File: src/hw/rtl/sssp_pkg.sv
// shared types and constants of the shortest path engine
package sssp_pkg;

  localparam int MAX_VERTICES_DEF = 16;
  localparam int MAX_EDGES_DEF    = 64;
  localparam int WEIGHT_BITS_DEF  = 16;

  localparam int VTX_W  = 4;
  localparam int WGT_W  = 16;
  localparam int DIST_W = 24;
  localparam int CNT_W  = 5;
  localparam int CFG_W  = 5;
  localparam int CMD_W  = 2;
  localparam int CFG_IDX_W = 1;

  localparam logic [CNT_W-1:0] VCOUNT_RST = CNT_W'(16);
  localparam logic [VTX_W-1:0] SOURCE_RST = '0;

  typedef enum logic [CMD_W-1:0] {
    CMD_LOAD  = 2'd0,
    CMD_SOLVE = 2'd1,
    CMD_CLEAR = 2'd2
  } cmd_e;

  typedef enum logic [CFG_IDX_W-1:0] {
    REG_VERTEX_COUNT  = 1'b0,
    REG_SOURCE_VERTEX = 1'b1
  } reg_e;

  typedef struct packed {
    logic [CMD_W-1:0]  cmd;
    logic [VTX_W-1:0]  edge_source;
    logic [VTX_W-1:0]  edge_target;
    logic [WGT_W-1:0]  edge_weight;
  } in_t;

  typedef struct packed {
    logic [VTX_W-1:0]  vertex;
    logic [DIST_W-1:0] distance;
    logic              reachable;
    logic              last;
  } out_t;

  // commands from the sequencer to the datapath
  typedef struct packed {
    logic load_edge;
    logic clear_edges;
    logic solve_init;
    logic scan_rd;
    logic visit;
    logic edge_rd;
    logic edge_chk;
    logic relax;
    logic out_rd;
    logic out_ld;
  } ctrl_t;

  // status from the datapath to the sequencer
  typedef struct packed {
    logic scan_last;
    logic pick_vld;
    logic edge_avail;
    logic edge_match;
    logic out_free;
    logic out_last;
  } stat_t;

endpackage

File: src/hw/rtl/sssp_ctrl.sv
// sequencer for edge loading and clearing, vertex selection, relaxation and result output
module sssp_ctrl (
  input  logic                        clk_i,
  input  logic                        rst_ni,
  input  logic                        in_valid_i,
  input  logic [sssp_pkg::CMD_W-1:0]  in_cmd_i,
  output logic                        in_ready_o,
  input  sssp_pkg::stat_t             stat_i,
  output sssp_pkg::ctrl_t             ctrl_o
);

  typedef enum logic [3:0] {
    S_IDLE,
    S_SCAN,
    S_SCAN_END,
    S_PICK,
    S_EDGE,
    S_CHK,
    S_RELAX,
    S_OUT_RD,
    S_OUT_LD
  } state_e;

  state_e state_q, state_d;

  always_comb begin
    state_d    = state_q;
    ctrl_o     = '0;
    in_ready_o = 1'b0;
    unique case (state_q)
      S_IDLE: begin
        in_ready_o = 1'b1;
        if (in_valid_i) begin
          unique case (in_cmd_i)
            sssp_pkg::CMD_LOAD:  ctrl_o.load_edge = 1'b1;
            sssp_pkg::CMD_CLEAR: ctrl_o.clear_edges = 1'b1;
            sssp_pkg::CMD_SOLVE: begin
              ctrl_o.solve_init = 1'b1;
              state_d = S_SCAN;
            end
            default: ;
          endcase
        end
      end
      S_SCAN: begin
        ctrl_o.scan_rd = 1'b1;
        if (stat_i.scan_last) state_d = S_SCAN_END;
      end
      // last compare of the scan lands here
      S_SCAN_END: state_d = S_PICK;
      S_PICK: begin
        if (stat_i.pick_vld) begin
          ctrl_o.visit = 1'b1;
          state_d = S_EDGE;
        end else begin
          state_d = S_OUT_RD;
        end
      end
      S_EDGE: begin
        if (stat_i.edge_avail) begin
          ctrl_o.edge_rd = 1'b1;
          state_d = S_CHK;
        end else begin
          state_d = S_SCAN;
        end
      end
      S_CHK: begin
        ctrl_o.edge_chk = 1'b1;
        state_d = stat_i.edge_match ? S_RELAX : S_EDGE;
      end
      S_RELAX: begin
        ctrl_o.relax = 1'b1;
        state_d = S_EDGE;
      end
      S_OUT_RD: begin
        ctrl_o.out_rd = 1'b1;
        state_d = S_OUT_LD;
      end
      S_OUT_LD: begin
        if (stat_i.out_free) begin
          ctrl_o.out_ld = 1'b1;
          state_d = stat_i.out_last ? S_IDLE : S_OUT_RD;
        end
      end
      default: state_d = S_IDLE;
    endcase
  end

  always_ff @(posedge clk_i or negedge rst_ni) begin
    if (!rst_ni) begin
      state_q <= S_IDLE;
    end else begin
      state_q <= state_d;
    end
  end

endmodule

File: src/hw/rtl/sssp_datapath.sv
// edge table, distance memory, vertex scan, relaxation and output register
module sssp_datapath #(
  parameter int MAX_VERTICES = sssp_pkg::MAX_VERTICES_DEF,
  parameter int MAX_EDGES    = sssp_pkg::MAX_EDGES_DEF,
  parameter int WEIGHT_BITS  = sssp_pkg::WEIGHT_BITS_DEF
) (
  input  logic                            clk_i,
  input  logic                            rst_ni,
  input  logic                            cfg_we_i,
  input  logic [sssp_pkg::CFG_IDX_W-1:0]  cfg_index_i,
  input  logic [sssp_pkg::CFG_W-1:0]      cfg_data_i,
  input  sssp_pkg::in_t                   in_data_i,
  input  sssp_pkg::ctrl_t                 ctrl_i,
  output sssp_pkg::stat_t                 stat_o,
  input  logic                            out_ready_i,
  output logic                            out_valid_o,
  output sssp_pkg::out_t                  out_data_o
);

  localparam int VTX_W  = sssp_pkg::VTX_W;
  localparam int DW     = sssp_pkg::DIST_W;
  localparam int CNT_W  = sssp_pkg::CNT_W;
  localparam int VW     = $clog2(MAX_VERTICES);
  localparam int NW     = $clog2(MAX_VERTICES + 1);
  localparam int IW     = (VW > VTX_W) ? VW : VTX_W;
  localparam int CW     = (NW > CNT_W) ? NW : CNT_W;
  localparam int AW     = (MAX_EDGES > 1) ? $clog2(MAX_EDGES) : 1;
  localparam int EW     = $clog2(MAX_EDGES + 1);
  localparam int SW     = (WEIGHT_BITS < sssp_pkg::WGT_W) ? WEIGHT_BITS : sssp_pkg::WGT_W;
  localparam int ENT_W  = 2 * VTX_W + SW;

  // configuration
  logic [CNT_W-1:0] vcount_q;
  logic [VTX_W-1:0] src_q;

  always_ff @(posedge clk_i or negedge rst_ni) begin
    if (!rst_ni) begin
      vcount_q <= sssp_pkg::VCOUNT_RST;
      src_q    <= sssp_pkg::SOURCE_RST;
    end else if (cfg_we_i) begin
      unique case (cfg_index_i)
        sssp_pkg::REG_VERTEX_COUNT:  vcount_q <= cfg_data_i[CNT_W-1:0];
        sssp_pkg::REG_SOURCE_VERTEX: src_q <= cfg_data_i[VTX_W-1:0];
        default: ;
      endcase
    end
  end

  // active vertex count, clamped to 1..MAX_VERTICES
  logic [CW-1:0] vc_ext;
  logic [CW-1:0] n_clamp;
  logic [NW-1:0] n_d, n_q;
  logic          src_ok;
  logic [IW-1:0] src_ext;
  logic [VW-1:0] src_idx;

  always_comb begin
    vc_ext = CW'(vcount_q);
    if (vc_ext == '0) begin
      n_clamp = CW'(1);
    end else if (vc_ext > CW'(MAX_VERTICES)) begin
      n_clamp = CW'(MAX_VERTICES);
    end else begin
      n_clamp = vc_ext;
    end
    n_d     = n_clamp[NW-1:0];
    src_ok  = CW'(src_q) < n_clamp;
    src_ext = IW'(src_q);
    src_idx = src_ext[VW-1:0];
  end

  // edge table
  logic [ENT_W-1:0] edge_mem [MAX_EDGES];
  logic [ENT_W-1:0] edge_rd_q;
  logic [EW-1:0]    edge_total_q;
  logic [EW-1:0]    edge_idx_q;
  logic             edge_full;
  logic             edge_we;

  assign edge_full = (edge_total_q == EW'(MAX_EDGES));
  assign edge_we   = ctrl_i.load_edge && !edge_full;

  always_ff @(posedge clk_i) begin
    if (edge_we) begin
      edge_mem[edge_total_q[AW-1:0]] <= {in_data_i.edge_source, in_data_i.edge_target,
                                         in_data_i.edge_weight[SW-1:0]};
    end
    if (ctrl_i.edge_rd) begin
      edge_rd_q <= edge_mem[edge_idx_q[AW-1:0]];
    end
  end

  always_ff @(posedge clk_i or negedge rst_ni) begin
    if (!rst_ni) begin
      edge_total_q <= '0;
      edge_idx_q   <= '0;
    end else begin
      if (ctrl_i.clear_edges) begin
        edge_total_q <= '0;
      end else if (edge_we) begin
        edge_total_q <= edge_total_q + EW'(1);
      end
      if (ctrl_i.visit) begin
        edge_idx_q <= '0;
      end else if (ctrl_i.edge_rd) begin
        edge_idx_q <= edge_idx_q + EW'(1);
      end
    end
  end

  logic [VTX_W-1:0] e_tail, e_head;
  logic [SW-1:0]    e_wgt;
  logic [IW-1:0]    head_ext;
  logic [VW-1:0]    head_idx;
  logic             e_match;

  assign e_tail   = edge_rd_q[ENT_W-1 -: VTX_W];
  assign e_head   = edge_rd_q[SW+VTX_W-1 -: VTX_W];
  assign e_wgt    = edge_rd_q[SW-1:0];
  assign head_ext = IW'(e_head);
  assign head_idx = head_ext[VW-1:0];

  // per-vertex flags
  logic [MAX_VERTICES-1:0] visited_q, reached_q;

  // current vertex and its distance
  logic [VW-1:0] u_q;
  logic [DW-1:0] du_q;
  assign e_match = (IW'(e_tail) == IW'(u_q)) && (CW'(e_head) < CW'(n_q));

  // saturating candidate distance
  logic [DW:0]   sum;
  logic [DW-1:0] cand;
  logic [DW-1:0] cand_q;
  logic [VW-1:0] h_q;
  assign sum  = (DW+1)'(du_q) + (DW+1)'(e_wgt);
  assign cand = sum[DW] ? {DW{1'b1}} : sum[DW-1:0];

  // distance memory, unwritten entries are masked by reached_q
  logic [DW-1:0] dist_mem [MAX_VERTICES];
  logic [DW-1:0] dist_rd_q;
  logic [VW-1:0] scan_idx_q, out_idx_q;
  logic          upd;
  logic          dist_we;
  logic [VW-1:0] dist_wa;
  logic [DW-1:0] dist_wd;
  logic          dist_re;
  logic [VW-1:0] dist_ra;

  assign upd = !reached_q[h_q] || (cand_q < dist_rd_q);

  always_comb begin
    dist_we = 1'b0;
    dist_wa = h_q;
    dist_wd = cand_q;
    if (ctrl_i.solve_init && src_ok) begin
      dist_we = 1'b1;
      dist_wa = src_idx;
      dist_wd = '0;
    end else if (ctrl_i.relax && upd) begin
      dist_we = 1'b1;
    end
    dist_re = ctrl_i.scan_rd || ctrl_i.edge_chk || ctrl_i.out_rd;
    priority if (ctrl_i.scan_rd) begin
      dist_ra = scan_idx_q;
    end else if (ctrl_i.edge_chk) begin
      dist_ra = head_idx;
    end else begin
      dist_ra = out_idx_q;
    end
  end

  always_ff @(posedge clk_i) begin
    if (dist_we) dist_mem[dist_wa] <= dist_wd;
    if (dist_re) dist_rd_q <= dist_mem[dist_ra];
  end

  // minimum scan
  logic          scan_pend_q;
  logic [VW-1:0] scan_cur_q;
  logic [VW-1:0] pick_q;
  logic          pick_vld_q;
  logic [DW-1:0] low_q;
  logic          take;

  assign take = scan_pend_q && !visited_q[scan_cur_q] && reached_q[scan_cur_q]
                && (!pick_vld_q || (dist_rd_q < low_q));

  // output register
  logic         out_valid_q;
  sssp_pkg::out_t out_q;
  logic         out_free;
  logic         out_last;
  logic [IW-1:0] out_ext;

  assign out_free = !out_valid_q || out_ready_i;
  assign out_last = (NW'(out_idx_q) + NW'(1)) == n_q;
  assign out_ext  = IW'(out_idx_q);

  always_ff @(posedge clk_i or negedge rst_ni) begin
    if (!rst_ni) begin
      visited_q   <= '0;
      reached_q   <= '0;
      n_q         <= NW'(1);
      scan_idx_q  <= '0;
      scan_pend_q <= 1'b0;
      pick_vld_q  <= 1'b0;
      out_idx_q   <= '0;
      out_valid_q <= 1'b0;
    end else begin
      scan_pend_q <= ctrl_i.scan_rd;
      if (ctrl_i.solve_init) begin
        visited_q  <= '0;
        reached_q  <= '0;
        if (src_ok) reached_q[src_idx] <= 1'b1;
        n_q        <= n_d;
        scan_idx_q <= '0;
        pick_vld_q <= 1'b0;
        out_idx_q  <= '0;
      end else begin
        if (ctrl_i.scan_rd) scan_idx_q <= scan_idx_q + VW'(1);
        if (take) pick_vld_q <= 1'b1;
        if (ctrl_i.visit) begin
          visited_q[pick_q] <= 1'b1;
          scan_idx_q <= '0;
          pick_vld_q <= 1'b0;
        end
        if (ctrl_i.relax && upd) reached_q[h_q] <= 1'b1;
        if (ctrl_i.out_ld) out_idx_q <= out_idx_q + VW'(1);
      end
      if (ctrl_i.out_ld) begin
        out_valid_q <= 1'b1;
      end else if (out_ready_i) begin
        out_valid_q <= 1'b0;
      end
    end
  end

  always_ff @(posedge clk_i) begin
    if (ctrl_i.scan_rd) scan_cur_q <= scan_idx_q;
    if (take) begin
      pick_q <= scan_cur_q;
      low_q  <= dist_rd_q;
    end
    if (ctrl_i.visit) begin
      u_q  <= pick_q;
      du_q <= low_q;
    end
    if (ctrl_i.edge_chk) begin
      cand_q <= cand;
      h_q    <= head_idx;
    end
    if (ctrl_i.out_ld) begin
      out_q.vertex    <= out_ext[VTX_W-1:0];
      out_q.distance  <= reached_q[out_idx_q] ? dist_rd_q : '0;
      out_q.reachable <= reached_q[out_idx_q];
      out_q.last      <= out_last;
    end
  end

  assign out_valid_o = out_valid_q;
  assign out_data_o  = out_q;

  always_comb begin
    stat_o.scan_last  = (NW'(scan_idx_q) + NW'(1)) == n_q;
    stat_o.pick_vld   = pick_vld_q;
    stat_o.edge_avail = edge_idx_q < edge_total_q;
    stat_o.edge_match = e_match;
    stat_o.out_free   = out_free;
    stat_o.out_last   = out_last;
  end

endmodule

File: src/hw/rtl/single_source_shortest_path.sv
// top level of the single-source shortest path engine
//
//   port group   direction  handshake            payload
//   in_*         input      in_valid/in_ready    in_data_i  (sssp_pkg::in_t)
//   out_*        output     out_valid/out_ready  out_data_o (sssp_pkg::out_t)
//   cfg_*        input      cfg_we_i, no wait    cfg_index_i, cfg_data_i
//
// load and clear are handled in idle without leaving it; in a solve the edge table and
// the distance memory, each with a single read port, are walked once per visited vertex.
// each result is read from the distance memory, then loaded into the output register;
// a stalled output holds the sequencer.
// reset clears the edge count and flags and returns the configuration to its defaults.
module single_source_shortest_path #(
  parameter int MAX_VERTICES = sssp_pkg::MAX_VERTICES_DEF,
  parameter int MAX_EDGES    = sssp_pkg::MAX_EDGES_DEF,
  parameter int WEIGHT_BITS  = sssp_pkg::WEIGHT_BITS_DEF
) (
  input  logic                            clk_i,
  input  logic                            rst_ni,
  input  logic                            in_valid_i,
  output logic                            in_ready_o,
  input  sssp_pkg::in_t                   in_data_i,
  output logic                            out_valid_o,
  input  logic                            out_ready_i,
  output sssp_pkg::out_t                  out_data_o,
  input  logic                            cfg_we_i,
  input  logic [sssp_pkg::CFG_IDX_W-1:0]  cfg_index_i,
  input  logic [sssp_pkg::CFG_W-1:0]      cfg_data_i
);

  sssp_pkg::ctrl_t ctrl;
  sssp_pkg::stat_t stat;

  sssp_ctrl u_ctrl (
    .clk_i      (clk_i),
    .rst_ni     (rst_ni),
    .in_valid_i (in_valid_i),
    .in_cmd_i   (in_data_i.cmd),
    .in_ready_o (in_ready_o),
    .stat_i     (stat),
    .ctrl_o     (ctrl)
  );

  sssp_datapath #(
    .MAX_VERTICES (MAX_VERTICES),
    .MAX_EDGES    (MAX_EDGES),
    .WEIGHT_BITS  (WEIGHT_BITS)
  ) u_datapath (
    .clk_i       (clk_i),
    .rst_ni      (rst_ni),
    .cfg_we_i    (cfg_we_i),
    .cfg_index_i (cfg_index_i),
    .cfg_data_i  (cfg_data_i),
    .in_data_i   (in_data_i),
    .ctrl_i      (ctrl),
    .stat_o      (stat),
    .out_ready_i (out_ready_i),
    .out_valid_o (out_valid_o),
    .out_data_o  (out_data_o)
  );

endmodule

File: config.mk
export PLATFORM = sky130hd
export DESIGN_NAME = single_source_shortest_path
export DESIGN_NICKNAME = d
export VERILOG_FILES = /design/src/hw/rtl/sssp_pkg.sv /design/src/hw/rtl/sssp_ctrl.sv /design/src/hw/rtl/sssp_datapath.sv /design/src/hw/rtl/single_source_shortest_path.sv
export SDC_FILE = /design/constraint.sdc
export NUM_CORES = 2
export LEC_CHECK = 0
export BUFFER_PORTS_ARGS = -buffer_cell sky130_fd_sc_hd__buf_2
export CORE_ASPECT_RATIO = 0.8
export CORE_UTILIZATION = 57
export DETAILED_ROUTE_END_ITERATION = 7
export GPL_ROUTABILITY_DRIVEN = 0
export MAX_ROUTING_LAYER = met4
export PLACE_DENSITY = 0.76
export SETUP_SLACK_MARGIN = 0.4
export SYNTH_ARGS = -nofsm -noshare
export SYNTH_HDL_FRONTEND = slang
export SYNTH_HIERARCHICAL = 1
export SYNTH_SLANG_ARGS = --single-unit
File: constraint.sdc
create_clock -name clk_i -period 6.1 [get_ports clk_i]
set_input_delay 0.915 -clock clk_i [delete_from_list [all_inputs] [get_ports clk_i]]
set_output_delay 0.915 -clock clk_i [all_outputs]
set_load 0.1 [all_outputs]
==> impl_metrics.env <==
export IMPL_viasPerCell=6.63
export IMPL_worstSetupPathType="reg2reg"
export IMPL_cts_tree="built"
export IMPL_htree_levels=4
export IMPL_wire_per_inst_um=31.9
export IMPL_initial_core_util_pct=57.7
export IMPL_finalSetupViolCount=0
export IMPL_r2r_end="u_datapath/dist_mem[2][11]$_DFFE_PP_"
export IMPL_r2r_start="u_ctrl/state_q[1]$_DFFE_PN0P_"
export IMPL_core_area_um2=148000
export IMPL_period_share_pct=69.8
export IMPL_route_detailed_drc=0
export IMPL_clockBufferDepth=3
export IMPL_cts_resized=0
export IMPL_die_w_um=435
export IMPL_async_flop_share_pct=3.47
export IMPL_cts_root_buf="clkbuf_16"
export IMPL_holdBufCountCts=1
export IMPL_drt_pre_antenna_iters=6
export IMPL_drt_wl_total_um=201000
export IMPL_worstHoldPathCells=2
export IMPL_hold_violations=0
export IMPL_yosys_register_bits=2161
export IMPL_tns_ps=0
export IMPL_cp_cell_sequence="nor2_1, nor4b_2, buf_4, nand2_1, o21a_1, buf_4, nor3b_1, a22oi_1, o31ai_4, buf_4"
export IMPL_syn_to_final_growth_pct=11.7
export IMPL_post_cts_buffers=0
export IMPL_hold_path_end="u_datapath/vc_ext[4]$_DFFE_PN1P_"
export IMPL_total_power_mw=38.4
export IMPL_slew_headroom_pct=13.3
export IMPL_pwr_density_cell_nw_per_um2=402
export IMPL_worst_pin_slew_ps=1300
export IMPL_fin_area_um2=95500
export IMPL_worstRegToRegCells=10
export IMPL_crit_arrival_ps=4780
export IMPL_synthTopCellsByCount="edfxtp_1 (2086), mux4_2 (610), nor2_1 (153)"
export IMPL_netlist_area_leader_share_pct=73.3
export IMPL_overflow=0
export IMPL_grt_pass1_wl_um=292000
export IMPL_die_area_um2=151000
export IMPL_dr_wl_met3_um=22600
export IMPL_cts_sinks=2161
export IMPL_hold_path_class="in2reg"
export IMPL_crit_top_cell="buf_4"
export IMPL_port_buffers=68
export IMPL_pre_cts_slack_ps=1350
export IMPL_nNetsFinal=4245
export IMPL_layout_setup_ws_ps=1840
export IMPL_syn_area_per_cell_um2=21.6
export IMPL_met1Wirelength_um=79500
export IMPL_startpoint_type="flop"
export IMPL_first_global_vias=41800
export IMPL_synthesis_area_um2=85400
export IMPL_synthDistinctLibCells=72
export IMPL_clock_skew_ps=60.1
export IMPL_synth_seq_area_share_pct=75.5
export IMPL_yosys_area_top_type="edfxtp_1"
export IMPL_p_leak_nw=30.0
export IMPL_crit_required_ps=6620
export IMPL_critPathCaptureType="flop"
export IMPL_rsz0062_at_grt="no"
export IMPL_ioPinCount=69
export IMPL_grt_use_total_pct=27.8
export IMPL_synth_area_top_cells="edfxtp_1 (73%), mux4_2 (16%), dfrtp_1 (2.1%)"
export IMPL_first_iter_violations=5739
export IMPL_top_layer="met4"
export IMPL_slowest_delay_ps=1030
export IMPL_synth_edf_count=2086
export IMPL_antenna_found_initial=20
export IMPL_drive_above_1_share_pct=27.5
export IMPL_reg2reg_slack_ps=1840
export IMPL_drv_cap=0
export IMPL_cts_buffers_inserted=197
export IMPL_grt_start_max_net_pins=152
export IMPL_num_rows=126
export IMPL_ys_flop_type="edfxtp_1"
export IMPL_dp_hpwl_um=112000
export IMPL_dr_wl_met2_um=93200
export IMPL_hold_start="cfg_data_i[4]"
export IMPL_drv_slew=0
export IMPL_clk_latency_ps=850
export IMPL_path_clk_slew_ps=60
export IMPL_yosysMostFrequentCell="edfxtp_1"
export IMPL_drtAntennaViolNets=0
export IMPL_synth_cells=3952
export IMPL_fmax_mhz=235
export IMPL_cpMaxStageDelayCell="nor3b_1"
export IMPL_status="complete, no violations"
export IMPL_vias=41800
export IMPL_layout_min_cycle_time_ps=4260
export IMPL_placed_cell_area_um2=88900
export IMPL_die_h_um=348
export IMPL_postSynthNetCount=4069
export IMPL_ir_drop_mv=0.392
export IMPL_cp_max_fo=42
export IMPL_ys_warn_count=6
-- metrics by stage --
| stage | utilization [%] | hold WS, ps | std cells |
|---|---|---|---|
| after CTS | 64.4 | 313 | 6280 |
| after detailed placement | 60.0 | 435 | 5912 |
| after global routing | 64.4 | 347 | 6292 |
| after global placement | 60.0 | 432 | 5912 |
| after floorplan | - | 423 | 3952 |
| final | 64.4 | 369 | 6298 |
-- power breakdown --
part / switching, mW / internal, mW / total (mW)
clock network: 5.47 / 6.89 / 12.4
logic: 4.50 / 3.83 / 8.33
registers: 0.701 / 17.0 / 17.7
-- how the worst max path moves through the flow --
stage	start	to	slack, ps
final	u_ctrl/state_q[1]$_DFFE_PN0P_	u_datapath/dist_mem[2][11]$_DFFE_PP_	1840
after global routing	u_ctrl/state_q[1]$_DFFE_PN0P_	u_datapath/dist_mem[2][11]$_DFFE_PP_	1620
after floorplan	u_datapath/edge_idx_q[0]$_DFFE_PN0P_	u_datapath/edge_idx_q[5]$_DFFE_PN0P_	140
after detailed placement	in_data_i[25]	u_datapath/dist_mem[2][11]$_DFFE_PP_	1350
after global placement	in_data_i[25]	u_datapath/dist_mem[2][7]$_DFFE_PP_	1450
after CTS	u_ctrl/state_q[1]$_DFFE_PN0P_	u_datapath/edge_mem[46][0]$_DFFE_PP_	1940
-- final cells by class --
type,count,area (um2)
Fill cell,9404,52700
Timing Repair Buffer,171,1230
Antenna cell,18,45.0
Tap cell,1984,2480
Clock inverter,135,1380
Inverter,88,330
Sequential cell,2161,64500
Multi-Input combinational cell,1509,20400
Clock buffer,232,5080
-- registers in the layout, indices dropped and copies added (netlist names), 4 cells and up --
| register | cells |
|---|---|
| u_ctrl/state_q | 4 |
| u_datapath/cand_q | 24 |
| u_datapath/dist_mem | 384 |
| u_datapath/dist_rd_q | 24 |
| u_datapath/du_q | 24 |
| u_datapath/edge_idx_q | 7 |
| u_datapath/edge_mem | 1536 |
| u_datapath/edge_rd_q | 24 |
| u_datapath/edge_total_q | 7 |
| u_datapath/h_q | 4 |
| u_datapath/low_q | 24 |
| u_datapath/n_q | 5 |
| u_datapath/out_data_o | 30 |
| u_datapath/out_ext | 4 |
| u_datapath/pick_q | 4 |
| u_datapath/reached_q | 16 |
| u_datapath/scan_cur_q | 4 |
| u_datapath/scan_idx_q | 4 |
| u_datapath/src_ext | 4 |
| u_datapath/u_q | 4 |
| u_datapath/vc_ext | 5 |
| u_datapath/visited_q | 16 |
-- metal layers --
| layer | vias to the layer above | global-route usage, % |
|---|---|---|
| met5 | - | - |
| met4 | 0 | 8.41 |
| met3 | 350 | 5.94 |
| met2 | 2525 | 40.6 |
| met1 | 22000 | 39.9 |
| li1 | 16900 | - |
-- critical path: cells and delay by family, from the launching register on --
kind / cells / cell delay [ps]
simple gates: 4 / 1570
buf+inv: 3 / 1020
compound gates: 3 / 790
flops: 1 / 530
-- cells in the final DEF (no fill, tap or decap), types with 34 or more instances in the layout --
master and instances:
buf_4 94, clkinv_2 40, clkbuf_16 197, and2_1 53
mux2i_1 41, edfxtp_1 2086, nor2b_1 41, mux4_2 610
clkinv_1 55, dfrtp_1 68, a21oi_1 112, nor2_1 88
nand2_1 45, ha_1 79, nor2_4 35, nand3_1 39
buf_2 67, a211oi_1 34, inv_1 85
-- cell families after synthesis --
logic type,count (synthesis),synth area share (%)
AO/OA/AOI/OAI,292,2.17
XOR/XNOR,39,0.400
adder cells (fa/ha/maj),80,1.18
buffers and inverters,282,1.41
flip-flops,2161,75.5
multiplexers,666,16.8
AND/OR/NAND/NOR,432,2.57
No activity file was read; power rests on OpenSTA's default activity.
